`src/rtl/psb_pkg.sv`:
```
`default_nettype none

package psb_pkg;

    localparam int CFG_INDEX_W = 3;
    localparam int CFG_DATA_W  = 16;
    localparam int COORD_W     = 13;
    localparam int SIZE_W      = 13;
    localparam int COUNT_W     = 12;
    localparam int PIXEL_W     = 8;
    localparam int MODE_W      = 2;
    localparam int ADDR_W      = 16;
    localparam int PLANE_W     = 2;

    localparam logic [CFG_INDEX_W-1:0] REG_ORIGIN_X      = 3'd0;
    localparam logic [CFG_INDEX_W-1:0] REG_ORIGIN_Y      = 3'd1;
    localparam logic [CFG_INDEX_W-1:0] REG_SPRITE_WIDTH  = 3'd2;
    localparam logic [CFG_INDEX_W-1:0] REG_SPRITE_HEIGHT = 3'd3;
    localparam logic [CFG_INDEX_W-1:0] REG_KEY_COLOR     = 3'd4;
    localparam logic [CFG_INDEX_W-1:0] REG_BLIT_MODE     = 3'd5;
    localparam logic [CFG_INDEX_W-1:0] REG_PAGE_BASE     = 3'd6;

    localparam logic [MODE_W-1:0] MODE_PUT   = 2'd0;
    localparam logic [MODE_W-1:0] MODE_KEYED = 2'd1;
    localparam logic [MODE_W-1:0] MODE_GET   = 2'd2;

    localparam logic [SIZE_W-1:0]  SIZE_MAX        = 13'd4096;
    localparam logic [PIXEL_W-1:0] KEY_COLOR_RESET = 8'h80;

    typedef struct packed {
        logic signed [COORD_W-1:0] origin_x;
        logic signed [COORD_W-1:0] origin_y;
        logic [SIZE_W-1:0]         sprite_width;
        logic [SIZE_W-1:0]         sprite_height;
        logic [PIXEL_W-1:0]        key_color;
        logic [MODE_W-1:0]         blit_mode;
        logic [ADDR_W-1:0]         page_base;
    } cfg_t;

    typedef struct packed {
        logic [COUNT_W-1:0] column;
        logic [COUNT_W-1:0] row;
    } count_t;

    typedef struct packed {
        logic               access_valid;
        logic               is_read;
        logic [PLANE_W-1:0] plane;
        logic [ADDR_W-1:0]  byte_address;
        logic [PIXEL_W-1:0] write_data;
        logic               last;
    } result_t;

endpackage

`default_nettype wire

```
`src/rtl/psb_addr_calc.sv`:
```
`default_nettype none

module psb_addr_calc #(
    parameter int SCREEN_WIDTH  = 320,
    parameter int SCREEN_HEIGHT = 200
) (
    input  wire psb_pkg::cfg_t    cfg,
    input  wire psb_pkg::count_t  count,
    input  wire [7:0]             pixel,
    output psb_pkg::result_t      result,
    output psb_pkg::count_t       count_next
);
    import psb_pkg::*;

    localparam int ROW_BYTES = SCREEN_WIDTH / 4;

    logic [SIZE_W-1:0]         w_eff;
    logic [SIZE_W-1:0]         h_eff;
    logic [SIZE_W-1:0]         w_m1;
    logic [SIZE_W-1:0]         h_m1;
    logic                      row_end;
    logic                      last;
    logic signed [COORD_W:0]   col;
    logic signed [COORD_W:0]   row;
    logic                      visible;
    logic                      hit;
    logic                      rd;
    logic [ADDR_W-1:0]         row_off;
    logic [ADDR_W-1:0]         row_u;

    always_comb
    begin
        w_eff = (cfg.sprite_width == '0) ? SIZE_W'(1)
              : ((cfg.sprite_width > SIZE_MAX) ? SIZE_MAX : cfg.sprite_width);
        h_eff = (cfg.sprite_height == '0) ? SIZE_W'(1)
              : ((cfg.sprite_height > SIZE_MAX) ? SIZE_MAX : cfg.sprite_height);
        w_m1 = w_eff - SIZE_W'(1);
        h_m1 = h_eff - SIZE_W'(1);

        row_end = count.column >= w_m1[COUNT_W-1:0];
        last    = row_end && (count.row >= h_m1[COUNT_W-1:0]);

        col = {cfg.origin_x[COORD_W-1], cfg.origin_x} + $signed({2'b00, count.column});
        row = {cfg.origin_y[COORD_W-1], cfg.origin_y} + $signed({2'b00, count.row});

        visible = !col[COORD_W] && (col[COORD_W-1:0] < COORD_W'(SCREEN_WIDTH))
               && !row[COORD_W] && (row[COORD_W-1:0] < COORD_W'(SCREEN_HEIGHT));

        hit = 1'b0;
        rd  = 1'b0;
        case (cfg.blit_mode)
            MODE_PUT:
            begin
                hit = 1'b1;
            end
            MODE_KEYED:
            begin
                hit = pixel != cfg.key_color;
            end
            MODE_GET:
            begin
                hit = 1'b1;
                rd  = 1'b1;
            end
            default:
            begin
                hit = 1'b0;
            end
        endcase

        row_u   = {{(ADDR_W-COORD_W){1'b0}}, row[COORD_W-1:0]};
        row_off = ADDR_W'(row_u * ADDR_W'(ROW_BYTES));

        result = '0;
        result.last = last;
        if (visible && hit)
        begin
            result.access_valid = 1'b1;
            result.is_read      = rd;
            result.plane        = col[PLANE_W-1:0];
            result.byte_address = cfg.page_base + row_off
                                + {{(ADDR_W-COORD_W+2){1'b0}}, col[COORD_W-1:2]};
            result.write_data   = rd ? '0 : pixel;
        end

        if (last)
        begin
            count_next = '0;
        end
        else if (row_end)
        begin
            count_next.column = '0;
            count_next.row    = count.row + COUNT_W'(1);
        end
        else
        begin
            count_next.column = count.column + COUNT_W'(1);
            count_next.row    = count.row;
        end
    end

endmodule

`default_nettype wire

```
`src/rtl/psb_skid.sv`:
```
`default_nettype none

module psb_skid (
    input  wire                    clk,
    input  wire                    rst_n,
    input  wire                    up_valid,
    output logic                   up_stall,
    input  wire psb_pkg::result_t  up_data,
    output logic                   dn_valid,
    input  wire                    dn_stall,
    output psb_pkg::result_t       dn_data
);
    import psb_pkg::*;

    logic    out_valid_reg;
    logic    out_valid_next;
    logic    skid_valid_reg;
    logic    skid_valid_next;
    result_t out_data_reg;
    result_t out_data_next;
    result_t skid_data_reg;
    result_t skid_data_next;
    logic    accept;

    assign up_stall = skid_valid_reg;
    assign accept   = up_valid && !skid_valid_reg;
    assign dn_valid = out_valid_reg;
    assign dn_data  = out_data_reg;

    always_comb
    begin
        out_valid_next  = out_valid_reg;
        out_data_next   = out_data_reg;
        skid_valid_next = skid_valid_reg;
        skid_data_next  = skid_data_reg;
        if (!out_valid_reg || !dn_stall)
        begin
            out_valid_next  = skid_valid_reg || accept;
            out_data_next   = skid_valid_reg ? skid_data_reg : up_data;
            skid_valid_next = 1'b0;
        end
        else if (accept)
        begin
            skid_valid_next = 1'b1;
            skid_data_next  = up_data;
        end
    end

    always_ff @(posedge clk or negedge rst_n)
    begin
        if (!rst_n)
        begin
            out_valid_reg  <= 1'b0;
            skid_valid_reg <= 1'b0;
        end
        else
        begin
            out_valid_reg  <= out_valid_next;
            skid_valid_reg <= skid_valid_next;
        end
    end

    always_ff @(posedge clk)
    begin
        out_data_reg  <= out_data_next;
        skid_data_reg <= skid_data_next;
    end

endmodule

`default_nettype wire

```
`src/rtl/planar_sprite_blit_address_gen_core.sv`:
```
`default_nettype none

// channel   handshake               payload
// config    wr_en                   wr_index[2:0], wr_data[15:0]
// pixel     pix_valid / pix_stall   pixel[7:0]
// access    acc_valid / acc_stall   access_valid, is_read, plane, byte_address,
//                                   write_data, last
//
// one pixel beat per cycle while not stalled; its access beat is registered
// the address math sits between the counter registers and the output register
// a two-deep output stage lets one more pixel in while acc_stall is high
// rst_n clears counters and config to their defaults; no clearing pass
// any config write restarts the counters at the sprite's top left

module planar_sprite_blit_address_gen_core #(
    parameter int SCREEN_WIDTH  = 320,
    parameter int SCREEN_HEIGHT = 200
) (
    input  wire         clk,
    input  wire         rst_n,
    input  wire         wr_en,
    input  wire  [2:0]  wr_index,
    input  wire  [15:0] wr_data,
    input  wire         pix_valid,
    output logic        pix_stall,
    input  wire  [7:0]  pixel,
    output logic        acc_valid,
    input  wire         acc_stall,
    output logic        access_valid,
    output logic        is_read,
    output logic [1:0]  plane,
    output logic [15:0] byte_address,
    output logic [7:0]  write_data,
    output logic        last
);
    import psb_pkg::*;

    cfg_t    cfg_reg;
    count_t  count_reg;
    count_t  count_next;
    result_t calc_result;
    result_t acc_data;
    logic    pix_take;

    assign pix_take = pix_valid && !pix_stall;

    always_ff @(posedge clk or negedge rst_n)
    begin
        if (!rst_n)
        begin
            cfg_reg.origin_x      <= '0;
            cfg_reg.origin_y      <= '0;
            cfg_reg.sprite_width  <= SIZE_W'(1);
            cfg_reg.sprite_height <= SIZE_W'(1);
            cfg_reg.key_color     <= KEY_COLOR_RESET;
            cfg_reg.blit_mode     <= MODE_PUT;
            cfg_reg.page_base     <= '0;
        end
        else if (wr_en)
        begin
            case (wr_index)
                REG_ORIGIN_X:      cfg_reg.origin_x      <= $signed(wr_data[COORD_W-1:0]);
                REG_ORIGIN_Y:      cfg_reg.origin_y      <= $signed(wr_data[COORD_W-1:0]);
                REG_SPRITE_WIDTH:  cfg_reg.sprite_width  <= wr_data[SIZE_W-1:0];
                REG_SPRITE_HEIGHT: cfg_reg.sprite_height <= wr_data[SIZE_W-1:0];
                REG_KEY_COLOR:     cfg_reg.key_color     <= wr_data[PIXEL_W-1:0];
                REG_BLIT_MODE:     cfg_reg.blit_mode     <= wr_data[MODE_W-1:0];
                REG_PAGE_BASE:     cfg_reg.page_base     <= wr_data[ADDR_W-1:0];
                default:           cfg_reg.page_base     <= cfg_reg.page_base;
            endcase
        end
    end

    always_ff @(posedge clk or negedge rst_n)
    begin
        if (!rst_n)
        begin
            count_reg <= '0;
        end
        else if (wr_en)
        begin
            count_reg <= '0;
        end
        else if (pix_take)
        begin
            count_reg <= count_next;
        end
    end

    psb_addr_calc #(
        .SCREEN_WIDTH  (SCREEN_WIDTH),
        .SCREEN_HEIGHT (SCREEN_HEIGHT)
    ) u_calc (
        .cfg        (cfg_reg),
        .count      (count_reg),
        .pixel      (pixel),
        .result     (calc_result),
        .count_next (count_next)
    );

    psb_skid u_skid (
        .clk      (clk),
        .rst_n    (rst_n),
        .up_valid (pix_valid),
        .up_stall (pix_stall),
        .up_data  (calc_result),
        .dn_valid (acc_valid),
        .dn_stall (acc_stall),
        .dn_data  (acc_data)
    );

    assign access_valid = acc_data.access_valid;
    assign is_read      = acc_data.is_read;
    assign plane        = acc_data.plane;
    assign byte_address = acc_data.byte_address;
    assign write_data   = acc_data.write_data;
    assign last         = acc_data.last;

endmodule

`default_nettype wire
```
`config.mk`:
```
export PLATFORM = sky130hd
export DESIGN_NAME = planar_sprite_blit_address_gen_core
export DESIGN_NICKNAME = d
export VERILOG_FILES = /design/src/rtl/psb_pkg.sv /design/src/rtl/psb_addr_calc.sv /design/src/rtl/psb_skid.sv /design/src/rtl/planar_sprite_blit_address_gen_core.sv
export SDC_FILE = /design/constraint.sdc
export NUM_CORES = 1
export LEC_CHECK = 0
export ABC_AREA = 1
export BUFFER_PORTS_ARGS = -buffer_cell sky130_fd_sc_hd__buf_4
export CAP_MARGIN = 30
export CORE_UTILIZATION = 45
export DETAILED_ROUTE_END_ITERATION = 10
export PLACE_DENSITY = 0.67
export SLEW_MARGIN = 30
export SYNTH_ARGS = -nofsm -noshare
export SYNTH_HDL_FRONTEND = slang
export SYNTH_SLANG_ARGS = --single-unit
```
`constraint.sdc`:
```
create_clock -name clk -period 4.4 [get_ports clk]
set_clock_uncertainty 0.1 [all_clocks]
set_input_delay 0.88 -clock clk [delete_from_list [all_inputs] [get_ports clk]]
set_output_delay 0.88 -clock clk [all_outputs]
set_load 0.01 [all_outputs]
```
; Word-level counts from Yosys, hierarchy flattened
; Index checks and enable logic that the tools add are counted.
[op_classes]
add_sub_neg = 8
multipliers = 1
div = 0
order_cmp = 6
eq_ne = 9
shift = 0
n_mux = 15
n_bitwise = 1
n_reduce_logical = 30
[op_table]
columns = operator, n
row1 = two-way mux 24 bit, 4
row2 = two-way mux 12 bit, 4
row3 = two-way mux 29 bit, 1
row4 = adder 13 x 13 -> 14 bit, 2
row5 = two-way mux 28 bit, 1
row6 = "> comparator 13 bit, second input constant", 2
row7 = logical NOT 13 bit, 2
row8 = "adder 12 x 1 -> 12 bit, second input constant", 2
row9 = >= comparator 12 bit, 2
row10 = "subtractor 12 x 1 -> 12 bit, second input constant", 2
row11 = AND reduction 2 bit, 9
row12 = adder 16 x 11 -> 16 bit, 1
row13 = adder 16 bit, 1
row14 = "less-than comparator 13 x 8 -> 1 bit, second input constant", 1
row15 = "less-than comparator 13 x 9 -> 1 bit, second input constant", 1
row16 = "multiplier 13 x 3 -> 12 bit, second input constant", 1
row17 = "equality test 3 bit, second input constant", 3
row18 = two-way mux 8 bit, 1
row19 = != test 8 bit, 1
row20 = "equality test 3 x 2 -> 1 bit, second input constant", 2
row21 = logical AND 1 bit, 6
row22 = logical NOT 1 bit, 5
row23 = nonzero test 2 bit, 2
row24 = "equality test 3 x 1 -> 1 bit, second input constant", 1
row25 = other kinds (10), 13
[word_totals]
register_bits = 162
latchBits = 0
mem_bits_rw = 0
rom_bits = 0
in_bits = 32
memories = 0

; Depth between registers and ports, before layout
; Gate-level depths: netlist (run 1).
[depth]
ltp_word = 9
mapped_depth = 30

; By module
; A second synthesis (run 1) with hierarchy kept.
[unflattened]
cells_unflattened = 1516
hier_area_um2 = 11265.8
[modules_own_cells]
columns = mod, n_inst, cells_each, area_each_um2, seq_area_each_um2
row1 = psb_addr_calc, 1, 898, 5063.6, 0.0
row2 = planar_sprite_blit_address_gen_core, 1, 458, 4025.1, 2556.2
row3 = psb_skid, 1, 160, 2177.1, 1791.7

; Worst setup path before layout (run 1)
; No wires, ideal clock.
[synth_timing]
kind = register to register
from = reg count_reg[0] (netlist name)
to = reg u_skid.skid_data_reg[23] (netlist name), data pin
t_arrival_ps = 4487
path_slack_ps = -442
stages_incl_launch_ff = 23
n_path_buf = 0
period_less_slack_ps = 4842
cell_sequence = dfrtp_1 > ha_1 > fa_1 > nand3_1 > nand3_2 > xnor2_1 > inv_1 > ha_1 > inv_1 > fa_1 > o21ai_0 > a21oi_1 > o21ai_0 > xnor2_1 > inv_1 > ha_1 > ha_1 > a21oi_1 > o31ai_1 > a21oi_1 > o21ai_0 > or2_2 > and3_1
[synth_rtl]
columns = element, line_no
row1 = start: declaration, planar_sprite_blit_address_gen_core.sv:39  ; count_t count_reg;
row2 = start signal: assignment, planar_sprite_blit_address_gen_core.sv:86  ; count_reg <= count_next;
row3 = end signal: assignment, psb_skid.sv:66  ; skid_data_reg <= skid_data_next;
row4 = end: declaration, psb_skid.sv:21  ; result_t skid_data_reg;

==> run metrics, run 1 <==
status=finished with violations; violated checks=setup timing; largest family of logic cells by synthesized area=simple AND/OR/NAND/NOR gates; clk_lat worst skew=0.44 ns; global placer's final weighted congestion=0.8790; remaining antenna violation count=0; first-pass iteration count of the detailed router=5; clock root cell=clkbuf_16; maximum number of pins on one net before global-route repair=75; residual overflow from global routing=0; PwrDens=500.3 nW/µm²; H-tree lvl count=4; CP Class=flip-flop to flip-flop; syn avg cell area=7.998 µm²; CP Launch Point=cfg_reg[52]$_DFFE_PN0P_; Initial Util=45.79%; via count=9,061; layout cells sized above 1=19.14%; Util after Layout=55.38%; Wirelength per Cell=14.46 µm; Startpoint Class=flip-flop; fmax=223.1 MHz; min cycle time layout=4.483 ns; CTS tree=built; Synth Area in Adders=12.18%; first-pass GRT wire length=41,980 µm; async set or reset register ratio after synthesis=64.20%; cell taking the most area after synthesis=dfrtp_1; largest cells by area after synthesis=dfrtp_1 24%, edfxtp_1 16%, nand2_1 13%, ha_1 10%, inv_1 6.0%; VDD IR max=0.3741 mV; IO buf count=62; Synthesis Warnings=0; Worst R2R Path Depth=21; Final period util=101.9%; synthesized cell area=10,750 µm²; FF-to-FF Start=cfg_reg[52]$_DFFE_PN0P_; post-placement cell count=1,745; worst endpoint data arrival time=4.58 ns; Top Ports=63; DP HPWL=19,000 µm; post-synthesis xor/xnor area fraction=4.889%; initial antenna violation count=0; # diodes=0; max FFs per register=78; CTS sink count=162; Final Net Count=1,590; CTS Buffer Depth=2; Syn Nets=1,474; r2r endpoint=u_skid.skid_data_reg[23]$_DFFE_PP_; Num CTS Buffers=17; Synth cell types=46; core area=23,470 µm²; crit-path max FO=4; R2R setup slack=-0.08 ns; WP data required=4.50 ns; Placed Area=11,980 µm²; post-synthesis mux area share=0.3143%; final worst slack=-0.08275 ns; Synth Flop Type=dfrtp_1; post-DR vias/cell=5.056; most frequent cells in the layout=358 x nand2_1, 162 x inv_1, 119 x buf_4; row count=56; Worst Hold Class=input port to asynchronous set/reset pin; drt drc=0; post-synthesis sequential area ratio=40.45%; hold slack=0.3683 ns; fin cells=1,792; most common cell after layout, fill and taps aside=nand2_1; Synth Instances=1,344; count of final setup violators=4; simple-gate share of the synthesized area=25.79%; area of the die=24,510 µm²; # hold bufs at CTS=0; final hold violations=0; max-cap violations=0; P&R area growth vs syn=20.94%; chip width=156.6 µm; Tot Pwr=6.504 mW; Post-synth EDFFs=58; Reg clk slew, reported paths=0.07 ns; top cell type's share of synthesized area=23.51%; CP endpoint kind=flip-flop; total routed wirelength=25,910 µm; endpoint of the worst setup timing path=u_skid.skid_data_reg[23]$_DFFE_PP_; final slew viol count=0; register bit total from synthesis=162; Worst-Margin Slew=0.7646 ns; leakage=6.448 nW; number of global-route vias before repair=8,622; RSZ-0062 raised after global routing=true; Tot GR Track Use=22.05%; DRT iter0 DRCs=541; Rel. slew slack=48.89%; Synth Area in Compound Gates=8.753%; post-route cell area=13,000 µm²; Die Height=156.6 µm
==> how the worst min path moves through the flow <==
stage                     slack [ns]                       to
after global routing            0.41   cfg_reg[7]$_DFFE_PN0P_
after floorplan                 0.35  cfg_reg[10]$_DFFE_PN0P_
final                           0.37  cfg_reg[40]$_DFFE_PN0P_
after global placement          0.37  cfg_reg[17]$_DFFE_PN0P_
after detailed placement        0.38   cfg_reg[9]$_DFFE_PN0P_
after CTS                       0.39   cfg_reg[9]$_DFFE_PN0P_
==> synthesized netlist by cell type, drive strengths merged, types with 18 or more instances <==
library cell and instances:
edfxtp 58, nor2 123, inv 179, xnor2 24
ha 87, nand3 73, nand4 36, xor2 36
clkbuf 18, o21ai 106, nand2 372, dfrtp 101
a21oi 44
==> worst max-delay path: stages (launching register included) <==
cell and delay [ns]:
dfrtp_1 0.39, ha_2 0.21, fa_2 0.36, nand3_2 0.09, nand3_4 0.09, xnor2_2 0.16, inv_2 0.07, ha_4 0.28
inv_2 0.04, fa_2 0.42, o21ai_2 0.21, buf_4 0.14, xor2_1 0.13, inv_1 0.08, ha_4 0.22, ha_4 0.29
nand2_1 0.11, nor3_2 0.25, nand4_1 0.18, o21ai_2 0.18, nand2_1 0.08, and3_4 0.16
==> final cells by class <==
class                   count  area (µm²)
fillers                  2124       10470
multi-input cells         976        6045
flip-flops and latches    162        4348
repair buffers            124       949.7
inverters                 179       674.4
clock buffers              17       425.4
well taps                 319       399.1
clock inverters            15       158.9
==> what timing repair did <==
| action | in CTS | in global routing |
|---|---|---|
| setup endpoints to repair | 14 | 14 |
| cloned | 0 | 0 |
| pin swaps | 27 | 32 |
| buffers inserted | 11 | 7 |
| resized for setup | 13 | 60 |
==> cell families (layout without fill, tap and decap cells) <==
kind of cell    count (synthesis)  after routing
compound gates                176            176
mux                             3              3
xor+xnor                       60             60
simple gates                  639            639
fa+ha+maj                      98             98
flops                         162            162
buf+inv                       206            335
==> metrics by stage <==
step	TNS, ns	setup WS [ns]
2_1_floorplan	-0.05894	-0.02818
3_3_place_gp	-0.4510	-0.1123
3_5_place_dp	-0.9703	-0.1868
4_1_cts	-0.1789	-0.05975
5_1_grt	-1.851	-0.4087
6_report	-0.2187	-0.08275
==> report_power, final <==
part / total (mW) / internal (mW) / switching (mW)
Sequential: 1.90 / 1.76 / 0.137
Combinational: 3.13 / 1.39 / 1.74
Clock: 1.47 / 0.759 / 0.713
Total: 6.50 / 3.91 / 2.59
==> layer usage <==
layer	GRT usage, %	vias up	share of wire (%)
li1	-	4638	-
met1	29.84	4211	46
met2	36.48	180	48
met3	2.769	32	3.8
met4	7.423	0	1.8
met5	0	-	0
Note: power is estimated with default switching activity, not from simulation.
==> run 2, diff against run 1 <==
- PLACE_DENSITY: 0.67 -> 0.75
==> run metrics, run 2 (synthesis results as in run 1) <==
status=finished with violations (unchanged); violated checks=setup timing (unchanged); count of final setup violators=6 (was 4); DRT iter0 DRCs=529 (was 541); total routed wirelength=25,880 µm (was 25,910 µm); first-pass iteration count of the detailed router=5 (unchanged); WP data required=4.49 ns (was 4.50 ns); chip width=156.6 µm (unchanged); row count=56 (unchanged); DP HPWL=18,620 µm (was 19,000 µm); hold slack=0.3820 ns (was 0.3683 ns); Tot Pwr=6.450 mW (was 6.504 mW); max FFs per register=78 (unchanged); VDD IR max=0.3265 mV (was 0.3741 mV); Final Net Count=1,595 (was 1,590); leakage=6.464 nW (was 6.448 nW); Rel. slew slack=47.58% (was 48.89%); H-tree lvl count=4 (unchanged); drt drc=0 (unchanged); CTS sink count=162 (unchanged); Die Height=156.6 µm (unchanged); P&R area growth vs syn=21.11% (was 20.94%); Startpoint Class=flip-flop (unchanged); clk_lat worst skew=0.44 ns (about the same); layout cells sized above 1=19.08% (was 19.14%); Tot GR Track Use=21.56% (was 22.05%); initial antenna violation count=1 (was 0); CTS tree=built (unchanged); Num CTS Buffers=17 (unchanged); final worst slack=-0.1450 ns (was -0.08275 ns); Final period util=103.3% (was 101.9%); CTS Buffer Depth=2 (unchanged); via count=9,178 (was 9,061); fmax=220.0 MHz (was 223.1 MHz); first-pass GRT wire length=41,290 µm (was 41,980 µm); maximum number of pins on one net before global-route repair=105 (was 75); # diodes=0 (unchanged); PwrDens=495.5 nW/µm² (was 500.3 nW/µm²); worst endpoint data arrival time=4.64 ns (was 4.58 ns); Worst-Margin Slew=0.7844 ns (was 0.7646 ns); CP Class=flip-flop to flip-flop (unchanged); Reg clk slew, reported paths=0.07 ns (about the same); Top Ports=63 (unchanged); post-DR vias/cell=5.107 (was 5.056); max-cap violations=0 (unchanged); global placer's final weighted congestion=0.8826 (was 0.8790); CP endpoint kind=flip-flop (unchanged); most frequent cells in the layout=359 x nand2_1, 164 x inv_1, 127 x buf_4 (was 358 x nand2_1, 162 x inv_1, 119 x buf_4); core area=23,470 µm² (unchanged); Wirelength per Cell=14.40 µm (was 14.46 µm); RSZ-0062 raised after global routing=true (unchanged); final slew viol count=0 (unchanged); IO buf count=62 (unchanged); most common cell after layout, fill and taps aside=nand2_1 (unchanged); final hold violations=0 (unchanged); remaining antenna violation count=0 (unchanged); crit-path max FO=4 (unchanged); Initial Util=45.79% (unchanged); number of global-route vias before repair=8,596 (was 8,622); min cycle time layout=4.545 ns (was 4.483 ns); clock root cell=clkbuf_16 (unchanged); residual overflow from global routing=0 (unchanged); area of the die=24,510 µm² (unchanged); Worst Hold Class=input port to asynchronous set/reset pin (unchanged)
-- run 2: changes by cell type in the layout (fill, tap and decap cells not counted), sizes merged --
| cell | delta |
|---|---|
| inv | -2 |
| buf | +5 |
| clkinvlp | -1 |
| clkinv | +3 |
-- run 2: cell type report --
class | count | area, µm²
Clock buffer | 17 | 425.4
Clock inverter | 15 | 167.7
Fill cell | 2080 | 10450
Inverter | 179 | 674.4
Multi-Input combinational cell | 976 | 6020
Sequential cell | 162 | 4348
Tap cell | 319 | 399.1
Timing Repair Buffer | 129 | 984.7
-- run 2: power breakdown --
group          total, mW  switching (mW)  internal [mW]  leakage [nW]
Sequential          1.90           0.136           1.76          1.91
Clock               1.47           0.703          0.763         0.288
Combinational       3.09            1.73           1.36          4.26
Total               6.45            2.57           3.88          6.46
-- run 2: final timing paths --
path                       cells after the start  slack (ns)                                  to                    start
min                                            2        0.38             cfg_reg[44]$_DFFE_PN0P_                    rst_n
min reg2reg                                    2        0.40             cfg_reg[28]$_DFFE_PN0P_  cfg_reg[28]$_DFFE_PN0P_
min in group clk                               2        0.40             cfg_reg[28]$_DFFE_PN0P_  cfg_reg[28]$_DFFE_PN0P_
max in group asynchronous                      2        3.36             cfg_reg[26]$_DFFE_PN1P_                    rst_n
max                                           25       -0.14  u_skid.skid_data_reg[24]$_DFFE_PP_  cfg_reg[52]$_DFFE_PN0P_
max reg2reg                                   25       -0.14  u_skid.skid_data_reg[24]$_DFFE_PP_  cfg_reg[52]$_DFFE_PN0P_
-- run 2: timing repair --
| item | 4_1_cts | 5_1_grt |
|---|---|---|
| endpoints found under the setup margin | 12 | 24 |
| buffers inserted | 9 | 15 |
| resized for setup | 20 | 43 |
| hold buffers | 0 | 0 |
| pin swaps | 28 | 36 |
-- run 2: metrics by stage --
step / worst slack, ns / utilization, % / instances / instance area [µm²] / setup TNS (ns)
after floorplan: -0.02818 / - / 1344 / 10910 / -0.05894
after global placement: -0.1119 / 50.97 / 1741 / 11960 / -0.3899
after detailed placement: -0.2079 / 50.97 / 1741 / 11960 / -0.8422
after CTS: -0.05696 / 54.25 / 1782 / 12730 / -0.1717
after global routing: -0.3650 / 55.46 / 1797 / 13020 / -2.674
final: -0.1450 / 55.46 / 1797 / 13020 / -0.5468
-- run 2: critical path, stage by stage, from the launching register on --
cell	delay (ns)
dfrtp_1	0.39
ha_2	0.21
fa_2	0.35
nand3_2	0.09
nand3_4	0.09
a21oi_2	0.14
inv_1	0.06
or2_0	0.21
nand2_2	0.10
inv_2	0.05
nor2_2	0.10
nor2_2	0.06
ha_4	0.24
buf_4	0.14
xnor2_2	0.13
fa_1	0.49
inv_2	0.05
ha_4	0.22
a21o_1	0.22
a21boi_2	0.16
nand3_1	0.11
nand2_1	0.09
nand2_1	0.08
a21oi_2	0.16
nand3_2	0.09
and3_1	0.16
-- run 2: layer usage --
metal	routed length, µm	global-route usage [%]	up-vias
met3	1321	3.794	30
met1	11630	28.12	4254
met4	377	5.509	0
met5	0	0	-
li1	-	-	4650
met2	12560	36.88	244
